File: src/hdl/dtcsm_pkg.sv
package dtcsm_pkg;

  typedef struct packed {
    logic [4:0] code_index;
    logic       fault_present;
    logic       test_enabled;
    logic       clear_request;
    logic       cycle_ended;
  } item_t;

  typedef struct packed {
    logic [4:0]  code_id;
    logic [7:0]  status_byte;
    logic [1:0]  snapshot_state;
    logic [31:0] occurrence_count;
    logic [31:0] pending_count;
    logic [7:0]  aged_count;
  } result_t;

  typedef struct packed {
    item_t item;
    logic  out_of_range;
  } work_t;

  typedef struct packed {
    logic [15:0] settle_ticks;
    logic [7:0]  confirm_threshold;
    logic [7:0]  aging_limit;
    logic [7:0]  supported_mask;
  } cfg_t;

  typedef struct packed {
    logic [7:0]  status_bits;
    logic [15:0] settle_counter;
    logic        awaiting_first_result;
    logic        fault_seen;
    logic [7:0]  cycle_fault_counter;
    logic [1:0]  snapshot_phase;
    logic [31:0] occurrences;
    logic [31:0] pendings;
    logic [7:0]  aging_counter;
    logic [7:0]  aged_total;
  } entry_t;

  localparam int CFG_INDEX_W = 8;
  localparam int CFG_DATA_W  = 16;

  localparam logic [CFG_INDEX_W-1:0] REG_SETTLE_TICKS      = 8'd0;
  localparam logic [CFG_INDEX_W-1:0] REG_CONFIRM_THRESHOLD = 8'd1;
  localparam logic [CFG_INDEX_W-1:0] REG_AGING_LIMIT       = 8'd2;
  localparam logic [CFG_INDEX_W-1:0] REG_SUPPORTED_MASK    = 8'd3;

  localparam logic [15:0] SETTLE_TICKS_RESET      = 16'd100;
  localparam logic [7:0]  CONFIRM_THRESHOLD_RESET = 8'd1;
  localparam logic [7:0]  AGING_LIMIT_RESET       = 8'd40;
  localparam logic [7:0]  SUPPORTED_MASK_RESET    = 8'hFF;

  localparam logic [7:0] B_TF     = 8'h01;
  localparam logic [7:0] B_TFTOC  = 8'h02;
  localparam logic [7:0] B_PEND   = 8'h04;
  localparam logic [7:0] B_CONF   = 8'h08;
  localparam logic [7:0] B_TNCSLC = 8'h10;
  localparam logic [7:0] B_TFSLC  = 8'h20;
  localparam logic [7:0] B_TNCTOC = 8'h40;
  localparam logic [7:0] CLEARED_STATUS = 8'h50;
  localparam logic [31:0] SAT32 = 32'hFFFF_FFFF;

  localparam logic [1:0] PHASE_NONE  = 2'd0;
  localparam logic [1:0] PHASE_FIRST = 2'd1;
  localparam logic [1:0] PHASE_LATER = 2'd2;

  localparam entry_t ENTRY_RESET = '{
    status_bits:           CLEARED_STATUS,
    settle_counter:        SETTLE_TICKS_RESET,
    awaiting_first_result: 1'b1,
    fault_seen:            1'b1,
    cycle_fault_counter:   8'd1,
    snapshot_phase:        PHASE_NONE,
    occurrences:           32'd0,
    pendings:              32'd0,
    aging_counter:         8'd0,
    aged_total:            8'd0
  };

endpackage

File: src/hdl/dtcsm_front.sv
module dtcsm_front #(
  parameter int NUM_CODES = 32
) (
  input  logic           clk,
  input  logic           rst,
  input  logic           item_valid,
  output logic           item_stall,
  input  dtcsm_pkg::item_t item,
  output logic           push,
  output dtcsm_pkg::work_t push_word,
  input  logic           queue_full
);
  import dtcsm_pkg::*;

  logic  stage_valid;
  work_t stage;
  work_t stage_next;
  logic  accept;

  assign item_stall = stage_valid && queue_full;
  assign accept     = item_valid && !item_stall;
  assign push       = stage_valid && !queue_full;
  assign push_word  = stage;

  always_comb begin
    stage_next.item         = item;
    stage_next.out_of_range = (32'(item.code_index) >= 32'(NUM_CODES));
  end

  always_ff @(posedge clk) begin
    if (rst) begin
      stage_valid <= 1'b0;
    end else if (accept) begin
      stage_valid <= 1'b1;
    end else if (push) begin
      stage_valid <= 1'b0;
    end
  end

  always_ff @(posedge clk) begin
    if (accept) begin
      stage <= stage_next;
    end
  end

endmodule

File: config.mk
export PLATFORM = sky130hd
export DESIGN_NAME = dtcsm_front
export DESIGN_NICKNAME = d
export VERILOG_FILES = /design/src/hdl/dtcsm_pkg.sv /design/src/hdl/dtcsm_front.sv
export SDC_FILE = /design/constraint.sdc
export NUM_CORES = 1
export LEC_CHECK = 0
export ABC_AREA = 1
export BUFFER_PORTS_ARGS = -buffer_cell sky130_fd_sc_hd__buf_2
export CORE_AREA = 5 5 42 44
export DETAILED_ROUTE_END_ITERATION = 16
export DIE_AREA = 0 0 47 49
export PLACE_DENSITY = 0.65
export SLEW_MARGIN = 20
export SYNTH_ARGS = -nofsm -noshare
export SYNTH_HDL_FRONTEND = slang
export SYNTH_SLANG_ARGS = --single-unit
File: constraint.sdc
create_clock -name clk -period 1.4 [get_ports clk]
set_input_delay 0.14 -clock clk [delete_from_list [all_inputs] [get_ports clk]]
set_output_delay 0.14 -clock clk [all_outputs]
set_load 0.01 [all_outputs]
### Word-level counts from Yosys, hierarchy flattened

Index checks and enable logic that the tools add are counted.

| storage, ports and cells | value |
|---|---|
| flip-flop bits (word level) | 10 |
| bits in latches | 0 |
| RAM bits | 0 |
| memory bits (read-only) | 0 |
| bits of input ports | 13 |
| output and inout bits | 12 |
| logic and storage cells | 14 |
| memories kept | 0 |

| cells by class | value |
|---|---|
| $add $sub $neg | 0 |
| multiply operators | 0 |
| div/mod/pow operators | 0 |
| magnitude comparators | 0 |
| eq/ne operators | 0 |
| shift operators | 0 |
| muxes and demuxes | 2 |
| bitwise logic cells | 0 |
| reduce and logical (&&, ||, !) cells | 6 |

Operators with widths:

| operator | number |
|---|---|
| $logic_and 1x1->1 | 3 |
| $logic_not 1->1 | 2 |
| $mux 1 | 2 |
| $reduce_bool 2->1 | 1 |

### Longest topological paths before layout

| depth | value |
|---|---|
| word-level depth | 4 |
| gate-level depth with buffers | 3 |
| mapped depth without buffers | 3 |

### Least setup slack after synthesis

OpenSTA, ideal clock, no wires.

| path | value |
|---|---|
| kind | register -> register |
| start point | register stage_valid |
| end point | register stage, in the netlist push_word[1] (enable) |
| library setup time | 0.374 ns |
| arrival | 0.831 ns |
| required time | 1.026 ns |
| slack | 0.195 ns |
| stages on the path, launching flop included | 4 |
| buffers on the path | 0 |
| clock period less this slack | 1.205 ns |
| cell sequence | dfxtp_1 -> nand2_2 -> inv_2 -> nor2_1 |

| on the way | value |
|---|---|
| word-level cells in the longest chain between the ends | 3 |

RTL lines:

| what | line | RTL |
|---|---|---|
| start: declaration | dtcsm_front.sv:15 | `logic stage_valid;` |
| start signal: assignment | dtcsm_front.sv:32 | `stage_valid <= 1'b0;` |
| start signal: assignment | dtcsm_front.sv:34 | `stage_valid <= 1'b1;` |
| start signal: assignment | dtcsm_front.sv:36 | `stage_valid <= 1'b0;` |
| $logic_and 1x1->1 | dtcsm_front.sv:20 | `assign item_stall = stage_valid && queue_full;` |
| net item_stall | dtcsm_front.sv:7 | `output logic item_stall,` |
| $logic_not 1->1 | dtcsm_front.sv:21 | `assign accept = item_valid && !item_stall;` |
| $logic_and 1x1->1 | dtcsm_front.sv:21 |  |
| net accept | dtcsm_front.sv:18 | `logic accept;` |
| end signal: assignment | dtcsm_front.sv:42 | `stage <= stage_next;` |
| end: declaration | dtcsm_front.sv:16 | `work_t stage;` |

The timed path passes the listed nets, and every way through them passes these cells.
A chain may end at the register's enable or synchronous reset.

### Worst setup path after layout

| path | value |
|---|---|
| start point | register stage_valid |
| end point | output push |

| on the way | value |
|---|---|
| word-level cells in the longest chain between the ends | 1 |

RTL lines:

| what | line | RTL |
|---|---|---|
| $logic_and 1x1->1 | dtcsm_front.sv:22 | `assign push = stage_valid && !queue_full;` |
| end: declaration | dtcsm_front.sv:9 | `output logic push,` |

No other way between the ends.

==> results.md <==
* Largest net degree at the start of global routing at 10
* Post-synth top area share at 80.60%
* Reg clk slew, reported paths at 0.06 ns
* Min-delay src: rst
* Worst vdd ir at 0.0004418 V
* Ant diodes at 0
* Vias in the first global route at 224
* Critical path peak fanout at 2
* X dimension of the die at 47 um
* Area delta synth->final at 48.13%
* Vias per cell at 3.629
* Final TNS setup at 0 ns
* Core Area at 1401 sq um
* Net Count, Synth at 32
* Register area share after synthesis at 86.57%
* Port bufs at 23
* Placer Congestion at 0.6317
* Worst r2r dst: push_word[8]
* GRT Residual Overflow at 0
* Total Routed Length at 631 um
* Hold path depth at 2
* Max Clock Freq at 1.027 GHz
* First-pass GRT wire length at 910 um
* Min Clock Period, post-route at 0.9738 ns
* Crit start category: flop
* DRC violations left at 0
* RSZ-0062 raised after global routing: no
* Cts repair resizes at 0
* Syn. warnings at 0
* Min-Delay Path Class: in2reg
* Clock latency on the worst-skew pair at 0.25 ns
* Sink Count at 10
* TritonCTS clock tree: done
* WP data arrival at 0.83 ns
* Share of cells above drive strength 1 at 65.22%
* Yosys reg bits at 10
* Post-CTS Setup Bufs at 0
* Synth Area per Inst at 17.65 sq um
* Initial antenna violation count at 0
* Worst r2r src: stage_valid
* Clk root buf: clkbuf_4
* Pwr dens at 1214 nW/um^2
* Iteration-0 DRC Markers at 1
* Drt pass-1 iters at 2
* Synthesized area at 335.3 sq um
* Largest area contributor in the synthesized netlist: edfxtp_1
* Rows at 14
* Starting density of the core at 23.93%
* Fin. Hold Viols at 0
* CTS Buffer Depth at 2
* Max cap viols at 0
* Total clock buffers created by CTS at 3
* Top Ports at 25
* WP data required at 1.26 ns
* Final Util at 35.45%
* Setup violators final at 0
* Setup crit end kind: output port
* Setup Skew at 0.002580 ns
* P_leak at 0.2345 nW
* CP Class: reg2out
* Cts hold-fix bufs at 0
* WL per Instance at 10.18 um
* Final HPWL DP at 536.5 um
* Synth unique cells at 9
* Dominant cells by area after synthesis: edfxtp_1 81%, dfxtp_1 6.0%, a21oi_2 2.6%
* Hold endpoint: stage_valid
* Final Cycle Share at 69.56%
* Via count at 225
* Final Slew Violations at 0
* ANT nets after route at 0
* Global-route usage over all layers at 5.706%
* DIE AREA at 2303 sq um
* Status: finished clean
* Die Y at 49 um
* Worst reg2reg path depth at 4
* Syn Inst Count at 19
* CTS H-tree depth at 1
* Reg-to-reg setup timing slack at 0.43 ns
* Final Net Count at 60
flip-flops by register name, summed over array words and instances, names as in the netlist:
register,cells
push_word,9
stage_valid,1
cell type report:
type	instances	area (sq um)
multi-input cells	5	26.28
well taps	16	20.02
clock inverters	1	3.754
clock buffers	3	22.52
repair buffers	24	122.6
fillers	146	904.6
inverters	3	11.26
flip-flops and latches	10	290.3
metrics by stage:
| step | cell area (sq um) | hold WS [ns] | instances | worst slack (ns) | total power, mW |
|---|---|---|---|---|---|
| after floorplan | 335.3 | 0.2024 | 19 | 0.1951 | 0.3814 |
| after global placement | 470.5 | 0.3052 | 58 | 0.4504 | 0.4169 |
| after detailed placement | 470.5 | 0.3031 | 58 | 0.4220 | 0.4175 |
| after CTS | 496.7 | 0.03252 | 62 | 0.4120 | 0.6124 |
| after global routing | 496.7 | 0.03965 | 62 | 0.3667 | 0.6337 |
| final | 496.7 | 0.04087 | 62 | 0.4262 | 0.6032 |
placed cells by master, fill, tap and decap left out:
cell type | netlist | routed
inv_1 | 2 | 2
edfxtp_1 | 9 | 9
clkinv_1 | 0 | 1
conb_1 | 1 | 1
a21oi_2 | 1 | 1
buf_2 | 0 | 23
nor2_1 | 2 | 2
dfxtp_1 | 1 | 1
nand2_2 | 1 | 1
inv_2 | 1 | 1
clkbuf_4 | 0 | 3
buf_4 | 1 | 1
kinds of logic (layout without fill, tap and decap cells):
| logic type | after synthesis | count (layout) | synth area share (%) |
|---|---|---|---|
| other cells | 1 | 1 | 1.118 |
| simple gates | 3 | 3 | 4.107 |
| compound gates | 1 | 1 | 2.612 |
| buf+inv | 4 | 31 | 5.598 |
| flops | 10 | 10 | 86.57 |
power breakdown:
part           switching [mW]  internal, mW
logic                  0.0316        0.0282
clock network          0.0910         0.103
registers             0.00423         0.346
total                   0.127         0.476
worst max-delay path by stage:
stage                      from           end  slack, ns  cells after the start
floorplan           stage_valid  push_word[1]       0.20                      3
finish              stage_valid          push       0.43                      3
detailed placement  stage_valid  push_word[5]       0.42                      4
CTS                 stage_valid          push       0.41                      3
global placement    stage_valid  push_word[5]       0.45                      4
global route        stage_valid          push       0.37                      3
cell usage after synthesis, drive strengths merged:
| master | count |
|---|---|
| dfxtp | 1 |
| inv | 3 |
| a21oi | 1 |
| nand2 | 1 |
| edfxtp | 9 |
| conb | 1 |
| nor2 | 2 |
| buf | 1 |
metal layers:
metal	part of all wire (%)	global-route usage [%]	up-vias
met5	0	0	-
met4	0	2.765	0
met3	16	4.428	0
met2	44	7.466	15
met1	40	6.636	95
li1	-	-	115
worst max-delay path, stage by stage (launching register included):
cell,delay (ns)
dfxtp_1,0.34
inv_1,0.04
nor2_1,0.07
buf_2,0.13
Power figures use the tool's default switching activity.
