File: src/hdl/dtcsm_pkg.sv
package dtcsm_pkg;

  typedef struct packed {
    logic [4:0] code_index;
    logic       fault_present;
    logic       test_enabled;
    logic       clear_request;
    logic       cycle_ended;
  } item_t;

  typedef struct packed {
    logic [4:0]  code_id;
    logic [7:0]  status_byte;
    logic [1:0]  snapshot_state;
    logic [31:0] occurrence_count;
    logic [31:0] pending_count;
    logic [7:0]  aged_count;
  } result_t;

  typedef struct packed {
    item_t item;
    logic  out_of_range;
  } work_t;

  typedef struct packed {
    logic [15:0] settle_ticks;
    logic [7:0]  confirm_threshold;
    logic [7:0]  aging_limit;
    logic [7:0]  supported_mask;
  } cfg_t;

  typedef struct packed {
    logic [7:0]  status_bits;
    logic [15:0] settle_counter;
    logic        awaiting_first_result;
    logic        fault_seen;
    logic [7:0]  cycle_fault_counter;
    logic [1:0]  snapshot_phase;
    logic [31:0] occurrences;
    logic [31:0] pendings;
    logic [7:0]  aging_counter;
    logic [7:0]  aged_total;
  } entry_t;

  localparam int CFG_INDEX_W = 8;
  localparam int CFG_DATA_W  = 16;

  localparam logic [CFG_INDEX_W-1:0] REG_SETTLE_TICKS      = 8'd0;
  localparam logic [CFG_INDEX_W-1:0] REG_CONFIRM_THRESHOLD = 8'd1;
  localparam logic [CFG_INDEX_W-1:0] REG_AGING_LIMIT       = 8'd2;
  localparam logic [CFG_INDEX_W-1:0] REG_SUPPORTED_MASK    = 8'd3;

  localparam logic [15:0] SETTLE_TICKS_RESET      = 16'd100;
  localparam logic [7:0]  CONFIRM_THRESHOLD_RESET = 8'd1;
  localparam logic [7:0]  AGING_LIMIT_RESET       = 8'd40;
  localparam logic [7:0]  SUPPORTED_MASK_RESET    = 8'hFF;

  localparam logic [7:0] B_TF     = 8'h01;
  localparam logic [7:0] B_TFTOC  = 8'h02;
  localparam logic [7:0] B_PEND   = 8'h04;
  localparam logic [7:0] B_CONF   = 8'h08;
  localparam logic [7:0] B_TNCSLC = 8'h10;
  localparam logic [7:0] B_TFSLC  = 8'h20;
  localparam logic [7:0] B_TNCTOC = 8'h40;
  localparam logic [7:0] CLEARED_STATUS = 8'h50;
  localparam logic [31:0] SAT32 = 32'hFFFF_FFFF;

  localparam logic [1:0] PHASE_NONE  = 2'd0;
  localparam logic [1:0] PHASE_FIRST = 2'd1;
  localparam logic [1:0] PHASE_LATER = 2'd2;

  localparam entry_t ENTRY_RESET = '{
    status_bits:           CLEARED_STATUS,
    settle_counter:        SETTLE_TICKS_RESET,
    awaiting_first_result: 1'b1,
    fault_seen:            1'b1,
    cycle_fault_counter:   8'd1,
    snapshot_phase:        PHASE_NONE,
    occurrences:           32'd0,
    pendings:              32'd0,
    aging_counter:         8'd0,
    aged_total:            8'd0
  };

endpackage

File: src/hdl/dtcsm_queue.sv
module dtcsm_queue (
  input  logic           clk,
  input  logic           rst,
  input  logic           push,
  input  dtcsm_pkg::work_t push_word,
  output logic           full,
  input  logic           pop,
  output dtcsm_pkg::work_t head,
  output logic           empty
);
  import dtcsm_pkg::*;

  localparam int DEPTH = 2;
  localparam int PW    = $clog2(DEPTH);
  localparam int CW    = $clog2(DEPTH + 1);

  work_t         slots [DEPTH];
  logic [PW-1:0] wr_ptr;
  logic [PW-1:0] rd_ptr;
  logic [CW-1:0] count;

  assign full  = (count == CW'(DEPTH));
  assign empty = (count == '0);
  assign head  = slots[rd_ptr];

  always_ff @(posedge clk) begin
    if (rst) begin
      wr_ptr <= '0;
      rd_ptr <= '0;
      count  <= '0;
    end else begin
      if (push) begin
        wr_ptr <= (wr_ptr == PW'(DEPTH - 1)) ? '0 : wr_ptr + 1'b1;
      end
      if (pop) begin
        rd_ptr <= (rd_ptr == PW'(DEPTH - 1)) ? '0 : rd_ptr + 1'b1;
      end
      if (push && !pop) begin
        count <= count + 1'b1;
      end else if (pop && !push) begin
        count <= count - 1'b1;
      end
    end
  end

  always_ff @(posedge clk) begin
    if (push) begin
      slots[wr_ptr] <= push_word;
    end
  end

endmodule

File: config.mk
export PLATFORM = sky130hd
export DESIGN_NAME = dtcsm_queue
export DESIGN_NICKNAME = d
export VERILOG_FILES = /design/src/hdl/dtcsm_pkg.sv /design/src/hdl/dtcsm_queue.sv
export SDC_FILE = /design/constraint.sdc
export NUM_CORES = 1
export LEC_CHECK = 0
export BUFFER_PORTS_ARGS = -buffer_cell sky130_fd_sc_hd__buf_2
export CORE_MARGIN = 1.5
export CORE_UTILIZATION = 44
export CTS_CLUSTER_SIZE = 8
export DETAILED_ROUTE_END_ITERATION = 8
export GPL_TIMING_DRIVEN = 0
export HOLD_SLACK_MARGIN = 0.03
export PLACE_DENSITY = 0.78
export SETUP_SLACK_MARGIN = 0.4
export SYNTH_ARGS = -nofsm -noshare
export SYNTH_HDL_FRONTEND = slang
export SYNTH_SLANG_ARGS = --single-unit
File: constraint.sdc
create_clock -name clk -period 1.1 [get_ports clk]
set_input_delay 0.11 -clock clk [delete_from_list [all_inputs] [get_ports clk]]
set_output_delay 0.11 -clock clk [all_outputs]
set_load 0.02 [all_outputs]
### Word-level counts from Yosys, hierarchy flattened

Memory sizes are Yosys's and may differ from the RTL's. A register that Yosys moved wholly into a read port is not among the register bits.
Index checks and enable logic that the tools add are counted.

* register bits: 4
* RAM bits: 20
* memories: 1

Memories
* slots: depth 2, bits a word 10, read ports 1, clocked after memory_dff 1, write ports 1, RTL line dtcsm_queue.sv:17 `work_t slots [DEPTH];`

* $add $sub $neg: 4
* equality and inequality tests: 1
* mux-type cells: 8
* reductions and logical operators: 6

Operators with widths (count)
* $mux 1: 6
* $mux 2: 2
* $add 1x1->1 const B: 2
* $add 2x1->2 const B: 1
* $eq 2x2->1 const B: 1
* $logic_and 1x1->1: 2
* $logic_not 1->1: 2
* $logic_not 2->1: 1
* $reduce_bool 2->1: 1
* $sub 2x1->2 const B: 1

### Longest topological paths before layout

Gate-level depths: netlist (run 1).

* depth in word-level cells: 4
* mapped depth: 5
* depth with buffers taken out: 5

### Worst setup path after synthesis (run 1)

OpenSTA, ideal clock, no wires.

* path kind: reg2reg
* start: register wr_ptr
* end: memory slots[0][0] (netlist bit), enable pin
* arrival: 801 ps
* required time: 723 ps
* path slack: -79 ps
* cell stages (with the launch flop): 2
* buffers on the path: 0
* period minus slack after synthesis: 1179 ps
* path through: dfxtp_1 > nor2b_1

RTL lines
* start, declared: RTL line dtcsm_queue.sv:18 `logic [PW-1:0] wr_ptr;`
* start signal, assigned: RTL line dtcsm_queue.sv:33 `wr_ptr <= (wr_ptr == PW'(DEPTH - 1)) ? '0 : wr_ptr + 1'b1;`
* end, declared: RTL line dtcsm_queue.sv:17

No word-level cell before the write port.

==> metrics.txt, run 1 <==
Fillers=140; # IOs=26; H-tree depth=1; R2R depth=4; GRT overflow=0; origin of the worst min-delay path=pop; GR Layer Usage met2=between 20% and 30%; Clock transition at path regs=0.13 ns; Crit. End Element=output pin; setup violators final=12; Worst Skew=0.00314 ns; Hold WC Path Type=in2reg; setup_tns=-2.83 ns; Setup WS post-layout=-0.294 ns; final WL=between 1500 and 2000 um; DR pass1 iterations=4; PortBufs=25; Period minus WS final=approximately 1.4 ns; most common cell after layout, fill and taps aside=edfxtp_1; violated checks=negative setup slack; WP data arrival=roughly 1.3 ns; Num Clock Sinks=25; routability cong.=~0.59; final instance area=1470 um2; placed cells=105; Max Clk Rate=between 0.7 and 0.8 GHz; die footprint=2390 um2; Int Pwr=roughly 1.6 mW; Max Root-Sink Buffers=2; crit path max fanout=5; core area=roughly 2000 um2; CP Data Required Time=0.99 ns; # rows=16; cell area after synthesis=between 900 and 1000 um2; commonest cells after routing, fill and taps aside=edfxtp_1 (20), buf_6 (14), buf_2 (13); Slew headroom=around 84%; FF-to-FF Start=count[0]; Synthesized Nets=between 60 and 70; Avg WL per Cell=~15 um; met1 Use GR=15.5%; post-synthesis sequential area ratio=75.7%; combinational share of power=between 20 and 30%; CTS tree=built; Inserted Clock Buffers=3; Reg2Reg Setup Slack=-0.02 ns; worst skew pair latency=0.31 ns; LEAKAGE=~0.6 nW; Fin Hold WS=0.0758 ns; Initial DRC Count=11; Via density=4.75; Tot GR Track Use=14.7%; grt peak-use layer=met2; share of the synthesized area in the top cell type=64.9%; switch share=approximately a quarter; post-synth top area cell=edfxtp_1; Nets=115; vias in the first global route=slightly above 600; layout cells sized above 1=roughly 56%; Post-Synthesis Cells=between 50 and 60; #FFs+latches synth=25; residual DRC count=0; clock power share=19.2%; Non-Filler Instances=126; share of the clock period used by the worst path=127%; area added between synthesis and finish=58.9%; antenna-violating nets left=0; fin. max-slew vios=0; outcome=finished, violations left; hold path depth=3; root buffer cell=clkbuf_4; Hold Violations, Final=0; Psw=between 0.5 and 0.6 mW; critical path startpoint category=flip-flop; antenna fix cells=0; RSZ-0062 raised after global routing=true; GR Util met3=under 10%; worst slack at placement=-0.0194 ns; main area contributors after synthesis=edfxtp_1 (65%), mux2_2 (12%), dfxtp_1 (11%); largest net degree at the start of global routing=14; RR Endpoint=count[1]; Die Y=48.9 um; Worst Max-Slew Pin Slew=around 0.24 ns; first-pass GRT wire length=2540 um; Ys Warns=0; via count=approximately 600; die extent in x=48.9 um; MaxCap Viol Count=0; synthesized area per cell=roughly 17 um2; WHS Endpoint=rd_ptr; Placed Area=1150 um2; initial core utilization=47.2%; critical path type=reg2out; worst IR drop on VDD=~890 uV; Seq pwr share=between 50 and 60%; initial antenna violation count=0; PD cells=between 1000 and 1500 nW/um2; Netlist cell types=15
==> cell usage after synthesis <==
cell      count
edfxtp_1     20
mux2_2       10
dfxtp_1       5
nor2_1        5
xnor2_1       2
xor2_1        2
a21oi_1       1
and2_1        1
and2b_2       1
buf_2         1
ha_1          1
inv_1         1
nor2b_1       1
o21ai_0       1
or3_1         1
==> how the worst max path moves through the flow <==
stage	cells after the start	startpoint	slack [ns]	endpoint
5_1_grt	3	flip-flop	-0.34	head[7]
3_5_place_dp	4	push	-0.02	count[1]
3_3_place_gp	4	push	0.01	count[1]
4_1_cts	3	flip-flop	-0.29	head[2]
6_report	3	flip-flop	-0.29	head[7]
2_1_floorplan	3	count[0]	0.16	count[1]
==> routing by layer <==
metal | vias to the layer above | share of wire, %
li1 | 287 | -
met1 | 288 | 37
met2 | 20 | 58
met3 | 4 | 3.2
met4 | 0 | 1.7
met5 | - | 0
==> stage by stage <==
step / utilization (%) / total power [mW]
2_1_floorplan: - / 1.39
3_3_place_gp: 58.4 / 1.48
3_5_place_dp: 58.4 / 1.49
4_1_cts: 70.2 / 1.98
5_1_grt: 75.0 / 2.14
6_report: 75.0 / 2.05
==> power groups by stage <==
stage	Clock (mW)	Sequential (mW)	Combinational (mW)
CTS	0.405	1.13	0.449
global placement	0	1.14	0.335
finish	0.394	1.13	0.526
global route	0.439	1.14	0.556
floorplan	0	1.14	0.245
detailed placement	0	1.15	0.342
==> critical path, stage by stage, from the launching register on <==
cell and delay [ns]:
dfxtp_4 0.39, clkbuf_16 0.15, mux2_4 0.30, buf_6 0.13
==> logic make-up (layout without fill, tap and decap cells) <==
kind of cell | count (synthesis) | in the layout | share of synthesized area [%]
XOR/XNOR | 4 | 4 | 3.78
buffers and inverters | 2 | 47 | 0.945
AND/OR/NAND/NOR | 9 | 10 | 5.00
adder cells (fa/ha/maj) | 1 | 1 | 1.35
multiplexers | 10 | 10 | 12.2
flip-flops | 25 | 25 | 75.7
AO/OA/AOI/OAI | 2 | 2 | 1.08
==> state kept, by name, indices dropped and copies added (netlist names), named ones only <==
signal / cells
slots: 20
count: 2
rd_ptr: 1
wr_ptr: 1
==> area by class of cell <==
class,instances,area (um2),area share (%)
Clock buffer,4,26.3,1.79
Tap cell,27,33.8,2.30
Inverter,1,3.75,0.255
Sequential cell,25,711,48.3
Timing Repair Buffer,41,385,26.2
Multi-Input combinational cell,27,292,19.8
Buffer,1,20.0,1.36
==> repair_timing <==
action                     4_1_cts  5_1_grt
pin swaps                        4        0
setup endpoints to repair       33       37
hold endpoints to repair        25        0
hold buffers                    11        0
buffers inserted                 4        0
gates cloned                     1        1
gates resized for setup         13       21
Power figures use the tool's default switching activity.
==> run 2: changes to the inputs <==
--- a/config.mk
+++ b/config.mk
@@ -6,7 +6,8 @@
 export NUM_CORES = 1
 export LEC_CHECK = 0
 export BUFFER_PORTS_ARGS = -buffer_cell sky130_fd_sc_hd__buf_2
-export CORE_MARGIN = 1.5
+export CAP_MARGIN = 20
+export CORE_MARGIN = 2
 export CORE_UTILIZATION = 44
 export CTS_CLUSTER_SIZE = 8
 export DETAILED_ROUTE_END_ITERATION = 8
==> metrics.txt, run 2 (same netlist as run 1, synthesis figures left out) <==
critical path startpoint category=flip-flop; max FFs per register=20; initial core utilization=a little under half; GRT overflow=0; Worst Max-Slew Pin Slew=approximately 0.24 ns; # rows=16; Worst Skew=about 0.0062 ns; Die Y=around 50 um; # IOs=26; Tot GR Track Use=around 13%; LEAKAGE=approximately 0.6 nW; antenna fix cells=0; WP data arrival=1.25 ns; first-pass GRT wire length=2330 um; CP Data Required Time=between 0.9 and 1 ns; post-layout util=between 70% and 80%; via count=around 570; Inserted Clock Buffers=3; antenna-violating nets left=0; root buffer cell=clkbuf_4; Num Clock Sinks=25; share of the clock period used by the worst path=124%; area added between synthesis and finish=51.9%; Clock transition at path regs=0.12 ns; Hold WC Path Type=in2reg; Setup WS post-layout=-0.262 ns; MaxCap Viol Count=0; Via density=4.54; CTS tree=built; die footprint=between 2000 and 2500 um2; worst skew pair latency=about 0.30 ns; crit path max fanout=10; setup violators final=12; Avg WL per Cell=11.8 um; Period minus WS final=~1.4 ns; DR pass1 iterations=4; Crit. End Element=output pin; critical path type=reg2out; Max Clk Rate=between 0.7 and 0.8 GHz; PortBufs=25; worst slack at placement=-0.0189 ns; fin. max-slew vios=0; routability cong.=approximately 0.63; Hold Violations, Final=0; Nets=114; initial antenna violation count=0; largest net degree at the start of global routing=14; outcome=finished, violations left; die extent in x=49.9 um; final WL=1480 um; core area=~2000 um2; Max Root-Sink Buffers=2; violated checks=negative setup slack; Initial DRC Count=11; H-tree depth=1; commonest cells after routing, fill and taps aside=edfxtp_1 (20), buf_2 (18), mux2_4 (10); RSZ-0062 raised after global routing=true; vias in the first global route=around 580; residual DRC count=0; worst IR drop on VDD=just under 900 uV; PD cells=between 1000 and 1500 nW/um2; Top Registers=slots x20, count x2; Reg with most FFs=slots; most common cell after layout, fill and taps aside=edfxtp_1; layout cells sized above 1=54.1%; Slew headroom=around 84%
-- run 2: cell types whose count changed in the layout (fill, tap and decap cells not counted), sizes merged --
cell and change:
dlygate4sd3 -2, dlymetal6s4s +2, clkbuf -1
-- run 2: worst max-delay path: stages (launching register included) --
cell and delay [ns]:
dfxtp_2 0.36, buf_12 0.14, mux2_4 0.30, buf_2 0.16
-- run 2: where the power goes --
part | switching [mW] | internal, mW
combinational | 0.203 | 0.272
sequential | 0.0300 | 1.10
clock | 0.230 | 0.141
total | 0.464 | 1.51
-- run 2: metal layers --
layer	GRT usage (%)	up-vias	wire length, um
li1	-	286	-
met1	14.3	265	648
met2	23.6	17	774
met3	2.73	0	57
met4	2.78	0	0
met5	0	-	0
-- run 2: cell type report --
cell class / instances / area, um2
flip-flops and latches: 25 / 708
fillers: 126 / 576
repair buffers: 40 / 330
multi-input cells: 27 / 284
well taps: 27 / 33.8
clock buffers: 4 / 26.3
plain buffers: 1 / 20.0
inverters: 1 / 3.75
-- run 2: worst paths after layout --
path                                start        to  slack, ns  depth (start not counted)
worst max-delay path            flip-flop   head[6]      -0.26                          3
worst min-delay path                  pop    rd_ptr       0.10                          3
worst max register to register   count[0]  count[1]          0                          4
worst min register to register     rd_ptr    rd_ptr       0.54                          2
-- run 2: repair_timing --
| action | in CTS | in global routing |
|---|---|---|
| endpoints found under the hold margin | 25 | 2 |
| hold buffers | 10 | 1 |
| gates resized for setup | 9 | 14 |
| buffers inserted | 4 | 0 |
| cloned | 1 | 0 |
| pin swaps | 3 | 2 |
| endpoints found under the setup margin | 33 | 40 |
-- run 2: through the flow --
step                total power [mW]  TNS, ns  cell area (um2)  hold slack (ns)  std cells
detailed placement              1.49  -0.0189             1150            0.304        105
floorplan                       1.39        0              987            0.175         53
finish                          1.97    -2.56             1410            0.102        125
global placement                1.48        0             1150            0.299        105
global route                    2.06    -3.12             1410           0.0947        125
CTS                             1.95    -2.85             1350         -0.00373        124
