--- src/hdl/dtcsm_pkg.sv ---
package dtcsm_pkg;

  typedef struct packed {
    logic [4:0] code_index;
    logic       fault_present;
    logic       test_enabled;
    logic       clear_request;
    logic       cycle_ended;
  } item_t;

  typedef struct packed {
    logic [4:0]  code_id;
    logic [7:0]  status_byte;
    logic [1:0]  snapshot_state;
    logic [31:0] occurrence_count;
    logic [31:0] pending_count;
    logic [7:0]  aged_count;
  } result_t;

  typedef struct packed {
    item_t item;
    logic  out_of_range;
  } work_t;

  typedef struct packed {
    logic [15:0] settle_ticks;
    logic [7:0]  confirm_threshold;
    logic [7:0]  aging_limit;
    logic [7:0]  supported_mask;
  } cfg_t;

  typedef struct packed {
    logic [7:0]  status_bits;
    logic [15:0] settle_counter;
    logic        awaiting_first_result;
    logic        fault_seen;
    logic [7:0]  cycle_fault_counter;
    logic [1:0]  snapshot_phase;
    logic [31:0] occurrences;
    logic [31:0] pendings;
    logic [7:0]  aging_counter;
    logic [7:0]  aged_total;
  } entry_t;

  localparam int CFG_INDEX_W = 8;
  localparam int CFG_DATA_W  = 16;

  localparam logic [CFG_INDEX_W-1:0] REG_SETTLE_TICKS      = 8'd0;
  localparam logic [CFG_INDEX_W-1:0] REG_CONFIRM_THRESHOLD = 8'd1;
  localparam logic [CFG_INDEX_W-1:0] REG_AGING_LIMIT       = 8'd2;
  localparam logic [CFG_INDEX_W-1:0] REG_SUPPORTED_MASK    = 8'd3;

  localparam logic [15:0] SETTLE_TICKS_RESET      = 16'd100;
  localparam logic [7:0]  CONFIRM_THRESHOLD_RESET = 8'd1;
  localparam logic [7:0]  AGING_LIMIT_RESET       = 8'd40;
  localparam logic [7:0]  SUPPORTED_MASK_RESET    = 8'hFF;

  localparam logic [7:0] B_TF     = 8'h01;
  localparam logic [7:0] B_TFTOC  = 8'h02;
  localparam logic [7:0] B_PEND   = 8'h04;
  localparam logic [7:0] B_CONF   = 8'h08;
  localparam logic [7:0] B_TNCSLC = 8'h10;
  localparam logic [7:0] B_TFSLC  = 8'h20;
  localparam logic [7:0] B_TNCTOC = 8'h40;
  localparam logic [7:0] CLEARED_STATUS = 8'h50;
  localparam logic [31:0] SAT32 = 32'hFFFF_FFFF;

  localparam logic [1:0] PHASE_NONE  = 2'd0;
  localparam logic [1:0] PHASE_FIRST = 2'd1;
  localparam logic [1:0] PHASE_LATER = 2'd2;

  localparam entry_t ENTRY_RESET = '{
    status_bits:           CLEARED_STATUS,
    settle_counter:        SETTLE_TICKS_RESET,
    awaiting_first_result: 1'b1,
    fault_seen:            1'b1,
    cycle_fault_counter:   8'd1,
    snapshot_phase:        PHASE_NONE,
    occurrences:           32'd0,
    pendings:              32'd0,
    aging_counter:         8'd0,
    aged_total:            8'd0
  };

endpackage

--- src/hdl/dtcsm_back.sv ---
module dtcsm_back #(
  parameter int NUM_CODES = 32
) (
  input  logic             clk,
  input  logic             rst,
  input  dtcsm_pkg::cfg_t  cfg,
  input  logic             queue_empty,
  input  dtcsm_pkg::work_t head,
  output logic             pop,
  output logic             result_valid,
  input  logic             result_stall,
  output dtcsm_pkg::result_t result
);
  import dtcsm_pkg::*;

  localparam int AW = (NUM_CODES > 1) ? $clog2(NUM_CODES) : 1;
  localparam logic ST_IDLE = 1'b0;
  localparam logic ST_CALC = 1'b1;

  logic           state;
  entry_t         code_mem [NUM_CODES];
  logic [NUM_CODES-1:0] entry_valid;
  entry_t         rd_entry;
  logic           rd_valid;
  work_t          cur;
  logic [AW-1:0]  rd_addr;
  logic [AW-1:0]  wr_addr;
  logic           can_out;
  logic           finish;
  logic           mem_we;
  entry_t         entry_next;
  result_t        result_next;

  assign rd_addr = AW'(head.item.code_index);
  assign wr_addr = AW'(cur.item.code_index);
  assign pop     = (state == ST_IDLE) && !queue_empty;
  assign can_out = !result_valid || !result_stall;
  assign finish  = (state == ST_CALC) && can_out;
  assign mem_we  = finish && !cur.out_of_range;

  always_comb begin
    entry_next = rd_valid ? rd_entry : ENTRY_RESET;
    if (entry_next.settle_counter < cfg.settle_ticks) begin
      entry_next.settle_counter = entry_next.settle_counter + 16'd1;
    end
    if (cur.item.test_enabled && entry_next.settle_counter >= cfg.settle_ticks) begin
      if (cur.item.fault_present) begin
        entry_next.status_bits = entry_next.status_bits | B_TF | B_TFTOC;
        if (!entry_next.fault_seen) begin
          entry_next.fault_seen = 1'b1;
          if (entry_next.occurrences != SAT32) begin
            entry_next.occurrences = entry_next.occurrences + 32'd1;
          end
          entry_next.cycle_fault_counter = entry_next.cycle_fault_counter + 8'd1;
          if (entry_next.cycle_fault_counter >= cfg.confirm_threshold) begin
            entry_next.cycle_fault_counter = 8'd0;
            entry_next.status_bits = entry_next.status_bits | B_PEND;
            if (entry_next.snapshot_phase == PHASE_NONE
                && (entry_next.status_bits & B_CONF) == 8'd0) begin
              entry_next.snapshot_phase = PHASE_FIRST;
            end else begin
              entry_next.snapshot_phase = PHASE_LATER;
            end
            if (entry_next.pendings != SAT32) begin
              entry_next.pendings = entry_next.pendings + 32'd1;
            end
          end
        end
        if (entry_next.awaiting_first_result) begin
          entry_next.awaiting_first_result = 1'b0;
          entry_next.status_bits = (entry_next.status_bits | B_TFSLC)
                                   & ~(B_TNCSLC | B_TNCTOC);
        end
      end else begin
        entry_next.status_bits = entry_next.status_bits & ~B_TF;
        entry_next.fault_seen  = 1'b0;
        if (entry_next.awaiting_first_result) begin
          entry_next.awaiting_first_result = 1'b0;
          entry_next.status_bits = entry_next.status_bits & ~(B_TNCSLC | B_TNCTOC);
        end
      end
    end
    if (cur.item.clear_request) begin
      entry_next.awaiting_first_result = 1'b1;
      entry_next.settle_counter        = 16'd0;
      entry_next.status_bits           = CLEARED_STATUS;
      entry_next.fault_seen            = 1'b0;
      entry_next.snapshot_phase        = PHASE_NONE;
      entry_next.occurrences           = 32'd0;
      entry_next.pendings              = 32'd0;
      entry_next.aging_counter         = 8'd0;
      entry_next.aged_total            = 8'd0;
    end
    if (cur.item.cycle_ended && (entry_next.status_bits & (B_TF | B_TFTOC)) == 8'd0) begin
      entry_next.aging_counter = entry_next.aging_counter + 8'd1;
      if (entry_next.aging_counter >= cfg.aging_limit) begin
        entry_next.aging_counter = 8'd0;
        entry_next.aged_total    = entry_next.aged_total + 8'd1;
        entry_next.status_bits   = 8'd0;
      end
    end
  end

  always_comb begin
    result_next.code_id = cur.item.code_index;
    if (cur.out_of_range) begin
      result_next.status_byte      = 8'd0;
      result_next.snapshot_state   = 2'd0;
      result_next.occurrence_count = 32'd0;
      result_next.pending_count    = 32'd0;
      result_next.aged_count       = 8'd0;
    end else begin
      result_next.status_byte      = entry_next.status_bits & cfg.supported_mask;
      result_next.snapshot_state   = entry_next.snapshot_phase;
      result_next.occurrence_count = entry_next.occurrences;
      result_next.pending_count    = entry_next.pendings;
      result_next.aged_count       = entry_next.aged_total;
    end
  end

  always_ff @(posedge clk) begin
    if (rst) begin
      state        <= ST_IDLE;
      result_valid <= 1'b0;
      entry_valid  <= '0;
    end else begin
      case (state)
        ST_IDLE: begin
          if (pop) begin
            state <= ST_CALC;
          end
        end
        ST_CALC: begin
          if (can_out) begin
            state <= ST_IDLE;
          end
        end
        default: begin
          state <= ST_IDLE;
        end
      endcase
      if (finish) begin
        result_valid <= 1'b1;
      end else if (!result_stall) begin
        result_valid <= 1'b0;
      end
      if (mem_we) begin
        entry_valid[wr_addr] <= 1'b1;
      end
    end
  end

  always_ff @(posedge clk) begin
    if (mem_we) begin
      code_mem[wr_addr] <= entry_next;
    end
    if (pop) begin
      rd_entry <= code_mem[rd_addr];
      rd_valid <= entry_valid[rd_addr];
      cur      <= head;
    end
    if (finish) begin
      result <= result_next;
    end
  end

  a_write_in_calc: assert property (@(posedge clk) disable iff (rst)
    mem_we |-> state == ST_CALC)
    else $error("table write outside evaluation");

  a_pop_to_calc: assert property (@(posedge clk) disable iff (rst)
    pop |=> state == ST_CALC)
    else $error("popped word not evaluated");

  a_result_from_calc: assert property (@(posedge clk) disable iff (rst)
    $rose(result_valid) |-> $past(state) == ST_CALC)
    else $error("result raised without evaluation");

  a_out_of_range_zero: assert property (@(posedge clk) disable iff (rst)
    $rose(result_valid) && $past(cur.out_of_range) |->
      result.status_byte == 8'd0 && result.occurrence_count == 32'd0
      && result.pending_count == 32'd0 && result.aged_count == 8'd0)
    else $error("unknown code gave non-zero result");

endmodule

--- config.mk ---
export PLATFORM = sky130hd
export DESIGN_NAME = dtcsm_back
export DESIGN_NICKNAME = d
export VERILOG_FILES = /design/src/hdl/dtcsm_pkg.sv /design/src/hdl/dtcsm_back.sv
export SDC_FILE = /design/constraint.sdc
export NUM_CORES = 2
export LEC_CHECK = 0
export BUFFER_PORTS_ARGS = -buffer_cell sky130_fd_sc_hd__buf_4
export CORE_MARGIN = 1
export CORE_UTILIZATION = 63
export CTS_CLUSTER_DIAMETER = 80
export DETAILED_ROUTE_END_ITERATION = 8
export HOLD_SLACK_MARGIN = 0.06
export PLACE_DENSITY = 0.79
export SLEW_MARGIN = 20
export SYNTH_ARGS = -nofsm -noshare
export SYNTH_HDL_FRONTEND = slang
export SYNTH_SLANG_ARGS = --single-unit
export TNS_END_PERCENT = 30
--- constraint.sdc ---
create_clock -name clk -period 20.4 [get_ports clk]
set_input_delay 1.02 -clock clk [delete_from_list [all_inputs] [get_ports clk]]
set_output_delay 1.02 -clock clk [all_outputs]
set_load 0.01 [all_outputs]
; Word level (Yosys, flattened, before mapping)
; Memory sizes are Yosys's and may differ from the RTL's. A register that Yosys moved wholly into a read port is not among the register bits.
; Cells that the tools add are included.
[totals]
mem_bits_rw = 3712
inputBits = 54
register_bits = 132
n_memories = 1
output_inout_bits = 89
[memory_table]
columns = memory, words, width, rd, rd_clocked_by_memory_dff, write_ports, line
row1 = code_mem, 32, 116, 1, 1, 1, dtcsm_back.sv:21  ; entry_t code_mem [NUM_CODES];
[classes]
n_addsub = 6
n_eq_ne = 3
n_mux = 34
magnitude_cmp = 7
n_reduce_logical = 15
n_bitwise = 3
[op_table]
columns = cell, count
row1 = $mux 74, 2
row2 = $mux 116, 1
row3 = $mux 32, 3
row4 = $mux 82, 1
row5 = $mux 76, 1
row6 = $add 32x1->32 const B, 2
row7 = $ne 32x32->1 const B, 2
row8 = $mux 16, 3
row9 = $or 32x32->32, 1
row10 = $mux 7, 4
row11 = $mux 26, 1
row12 = $add 8x1->8 const B, 3
row13 = $add 16x1->16 const B, 1
row14 = $ge 16x16->1, 1
row15 = $ge 8x8->1, 2
row16 = $logic_not 8->1, 2
row17 = $lt 16x16->1, 1
row18 = $mux 8, 2
row19 = $lt 5x6->1 const B, 2
row20 = $mux 10, 1
row21 = $mux 1, 9
row22 = $and 8x8->8, 1
row23 = $logic_and 1x1->1, 7
row24 = $mux 3, 2
row25 = 10 further kinds, 13

; Logic depth before layout (Yosys ltp)
[logic_depth]
depth_word = 14
mapped_depth = 25
depth_no_buf = 19

; Worst setup path before layout
; Ideal clock, no wire load.
[synth_path]
kind = input -> register
startpoint = input port result_stall
endpoint = memory code_mem[24][0] (netlist bit), enable pin
n_path_buf = 0
arrival_ns = 16.253
slack_ns = 3.410
t_required_ns = 19.664
cell_stages = 5
path_cell_list = a21boi_0 nor2b_1 nor2b_1 nand3_1 nor3_1
[synth_between]
elab_chain_cells = 6
[synth_lines]
columns = item, line
row1 = from (decl), dtcsm_back.sv:11  ; input logic result_stall,
row2 = $logic_not 1->1, -
row3 = $logic_or 1x1->1, dtcsm_back.sv:37  ; assign can_out = !result_valid || !result_stall;
row4 = $logic_and 1x1->1, dtcsm_back.sv:38  ; assign finish = (state == ST_CALC) && can_out;
row5 = $logic_and 1x1->1, dtcsm_back.sv:39  ; assign mem_we = finish && !cur.out_of_range;
row6 = $mux 1, dtcsm_back.sv:154  ; if (mem_we) begin
row7 = $mux 1 (implied by the code), dtcsm_back.sv:155  ; code_mem[wr_addr] <= entry_next;
row8 = to (decl), dtcsm_back.sv:21
; Every way passes these cells.

==> impl_metrics.py <==
metrics = {
    "outcome": {
        "outcome": "finished, final reports clean",
    },
    "clock_tree": {
        "cts_buffers": 382,
        "h-tree-depth": 5,
        "holdBufCountCts": 0,
        "cts.sink_count": 3960,
        "cts_tree": "done",
        "path_clk_slew_ps": 60,
        "max-clock-path-buffers": 4,
        "clock_latency_ps": 1010,
        "cts_resized": 0,
        "cts_setup_buffers": 0,
        "cts_root_buf": "clkbuf_16",
    },
    "hold_path": {
        "worstHoldPathType": "in2reg",
    },
    "grt": {
        "antenna_found_initial": 16,
        "grtUsageTotal": 0.360,
        "overflow": 0,
        "grt_pass1_wl_um": 607000,
        "grt_pass1_vias": 80725,
        "grt_max_degree": 138,
    },
    "yosys": {
        "synth-edff-count": 3926,
        "netlist_area_sq_um": 153000,
        "synth_cells": 6607,
        "ys_ff_latch": 3960,
        "syn_nets": 6714,
        "synth_simple_gate_area_frac": 0.0198,
        "synthMuxAreaShare": 0.182,
        "ys_seq_area_frac": 0.773,
        "ys_types": 72,
        "yosysWarningCount": 0,
        "synth_top_family_by_area": "multiplexers",
        "syn_avg_cell_area_sq_um": 23.2,
        "synth_compound_area_frac": 0.00901,
        "synth_top_flop_cell": "edfxtp_1",
        "async_flop_share": 0,
        "synthAdderAreaFrac": 0.00432,
        "synth_xor_area_frac": 0.00303,
    },
    "setup_path": {
        "timing.critical_path.buf_inv": 4,
        "crit_chain": "buf_12, nand2_1, inv_1, ha_1, a21o_1, a21o_1, a21oi_1, o21a_1, nand2_1, or4_1, a21boi_0, ha_1, nand4_2, or3_4, a311oi_4, o31a_2, buf_4, nand4_1, buf_4, or4_1, a21oi_4",
        "crit_required_ps": 21080,
        "crit_path_max_fanout": 99,
        "critPathLaunchType": "flop",
        "slowest_delay_ps": 640,
        "critPathSlowestCell": "or4_1",
        "worstSetupEndpointType": "flop",
        "cp_top_family": "compound AO/OA/AOI/OAI gates",
        "path_class": "reg2reg",
        "worstPathArrival_ps": 8200,
    },
    "layout": {
        "final_common_cell": "edfxtp_1",
        "nets": 7155,
        "areaGrowthSynthToFinish_pct": 12.2,
        "fin_area_sq_um": 172000,
        "fin_cells": 10524,
        "final_cell_mix": "edfxtp_1, mux4_2, clkbuf_16",
        "finalCoreUtilization": 0.713,
        "drive_gt1_frac": 0.316,
    },
    "sta": {
        "worst_pin_slew_ps": 1270,
        "finalWorstSetupSlack_ps": 12880,
        "fin_crit_ps": 7520,
        "period_share": 0.368,
        "rsz0062_at_grt": "no",
        "slew_violations": 0,
        "setup_viol": 0,
        "fmax_ghz": 0.133,
        "hold_ws_ps": 221,
        "worst_clock_skew_ps": 60.9,
        "finalSetupTns_ps": 0,
        "slew_headroom": 0.156,
        "hold_viol": 0,
    },
    "place": {
        "place_hpwl_um": 196000,
        "placed_cell_area_sq_um": 160000,
        "pre_cts_ws_ps": 12830,
        "io_buffer_count": 142,
        "place.gp.congestion": 0.886,
        "place_inst": 9847,
    },
    "power": {
        "p_total_mw": 17.0,
        "powerDensity_nw_per_um2": 98.6,
        "vdd_drop_max_mv": 0.0763,
        "p_leak_nw": 54.7,
    },
    "floorplanning": {
        "ios": 143,
        "rows": 180,
        "fp.dieW_um": 496,
        "fp.coreArea_sq_um": 241000,
        "die_area_sq_um": 246000,
        "die-height_um": 496,
        "initial_utilization": 0.636,
    },
    "routing": {
        "vias": 79151,
        "drtPass1Iterations": 8,
        "drc": 0,
        "dr.first_iter.drc_count": 13439,
        "ant_nets": 0,
        "avgViaCountPerCell": 7.52,
        "drt_wl_total_um": 436000,
        "wl_per_cell_um": 41.5,
    },
    "flow_run": {
        "max_cap_viol_count": 0,
    },
}
flip-flops by register name, summed over array words and instances (netlist names):
register      count
rd_entry        116
state             1
rd_valid          1
wr_addr           5
cur               5
entry_valid      32
result           87
result_valid      1
code_mem       3712
final timing paths:
path,cells after the start,from,slack (ps),to
worst max-delay path,21,rd_valid,12880,code_mem[25][31]
worst min-delay path,1,head[2],220,cur[2]
worst max register to register,21,rd_valid,12880,code_mem[25][31]
worst min register to register,2,entry_valid[26],470,entry_valid[26]
power by group:
| part | leakage [nW] | total [mW] | internal (mW) | switching, mW |
|---|---|---|---|---|
| sequential | 36.4 | 9.05 | 9.00 | 0.0515 |
| combinational | 12.4 | 0.830 | 0.337 | 0.493 |
| clock | 5.91 | 7.09 | 4.04 | 3.05 |
routing by layer:
layer  vias up  part of all wire  track usage
met5         -           0.00013            0
met4         8             0.066        0.198
met3      1719              0.14       0.0886
met2      7880              0.48        0.567
met1     40552              0.31        0.468
li1      28992                 -            -
area by class of cell:
cell class / count / area, sq um
tap: 3185 / 3990
clock inverter: 208 / 2130
multi-input combinational: 2262 / 34100
clock buffer: 459 / 10100
inverter: 50 / 188
timing repair buffer: 392 / 3200
sequential: 3960 / 119000
antenna: 8 / 20.0
fill: 12525 / 69200
synthesized netlist by cell type (29+ instances only):
master | number | area share
xnor2_1 | 36 | 0.0021
inv_1 | 49 | 0.0012
dfxtp_1 | 34 | 0.0044
and2_1 | 29 | 0.0012
nand3_1 | 56 | 0.0018
nor2_1 | 228 | 0.0056
ha_1 | 53 | 0.0043
nor3_1 | 40 | 0.0013
mux4_2 | 1170 | 0.17
a21oi_1 | 85 | 0.0028
clkbuf_1 | 245 | 0.0060
mux2_2 | 127 | 0.0093
o21ai_0 | 37 | 0.0012
nand4_1 | 32 | 0.0013
edfxtp_1 | 3926 | 0.77
nand2_1 | 135 | 0.0033
buf_1 | 82 | 0.0020
cell families (layout without fill, tap and decap cells):
| logic type | count (synthesis) | count (layout) |
|---|---|---|
| flip-flops | 3960 | 3960 |
| multiplexers | 1305 | 1305 |
| AND/OR/NAND/NOR | 635 | 635 |
| buffers and inverters | 385 | 1109 |
| AO/OA/AOI/OAI | 216 | 216 |
| adder cells (fa/ha/maj) | 53 | 53 |
| XOR/XNOR | 53 | 53 |
| other | 0 | 8 |
Note: power is estimated with default switching activity, not from simulation.
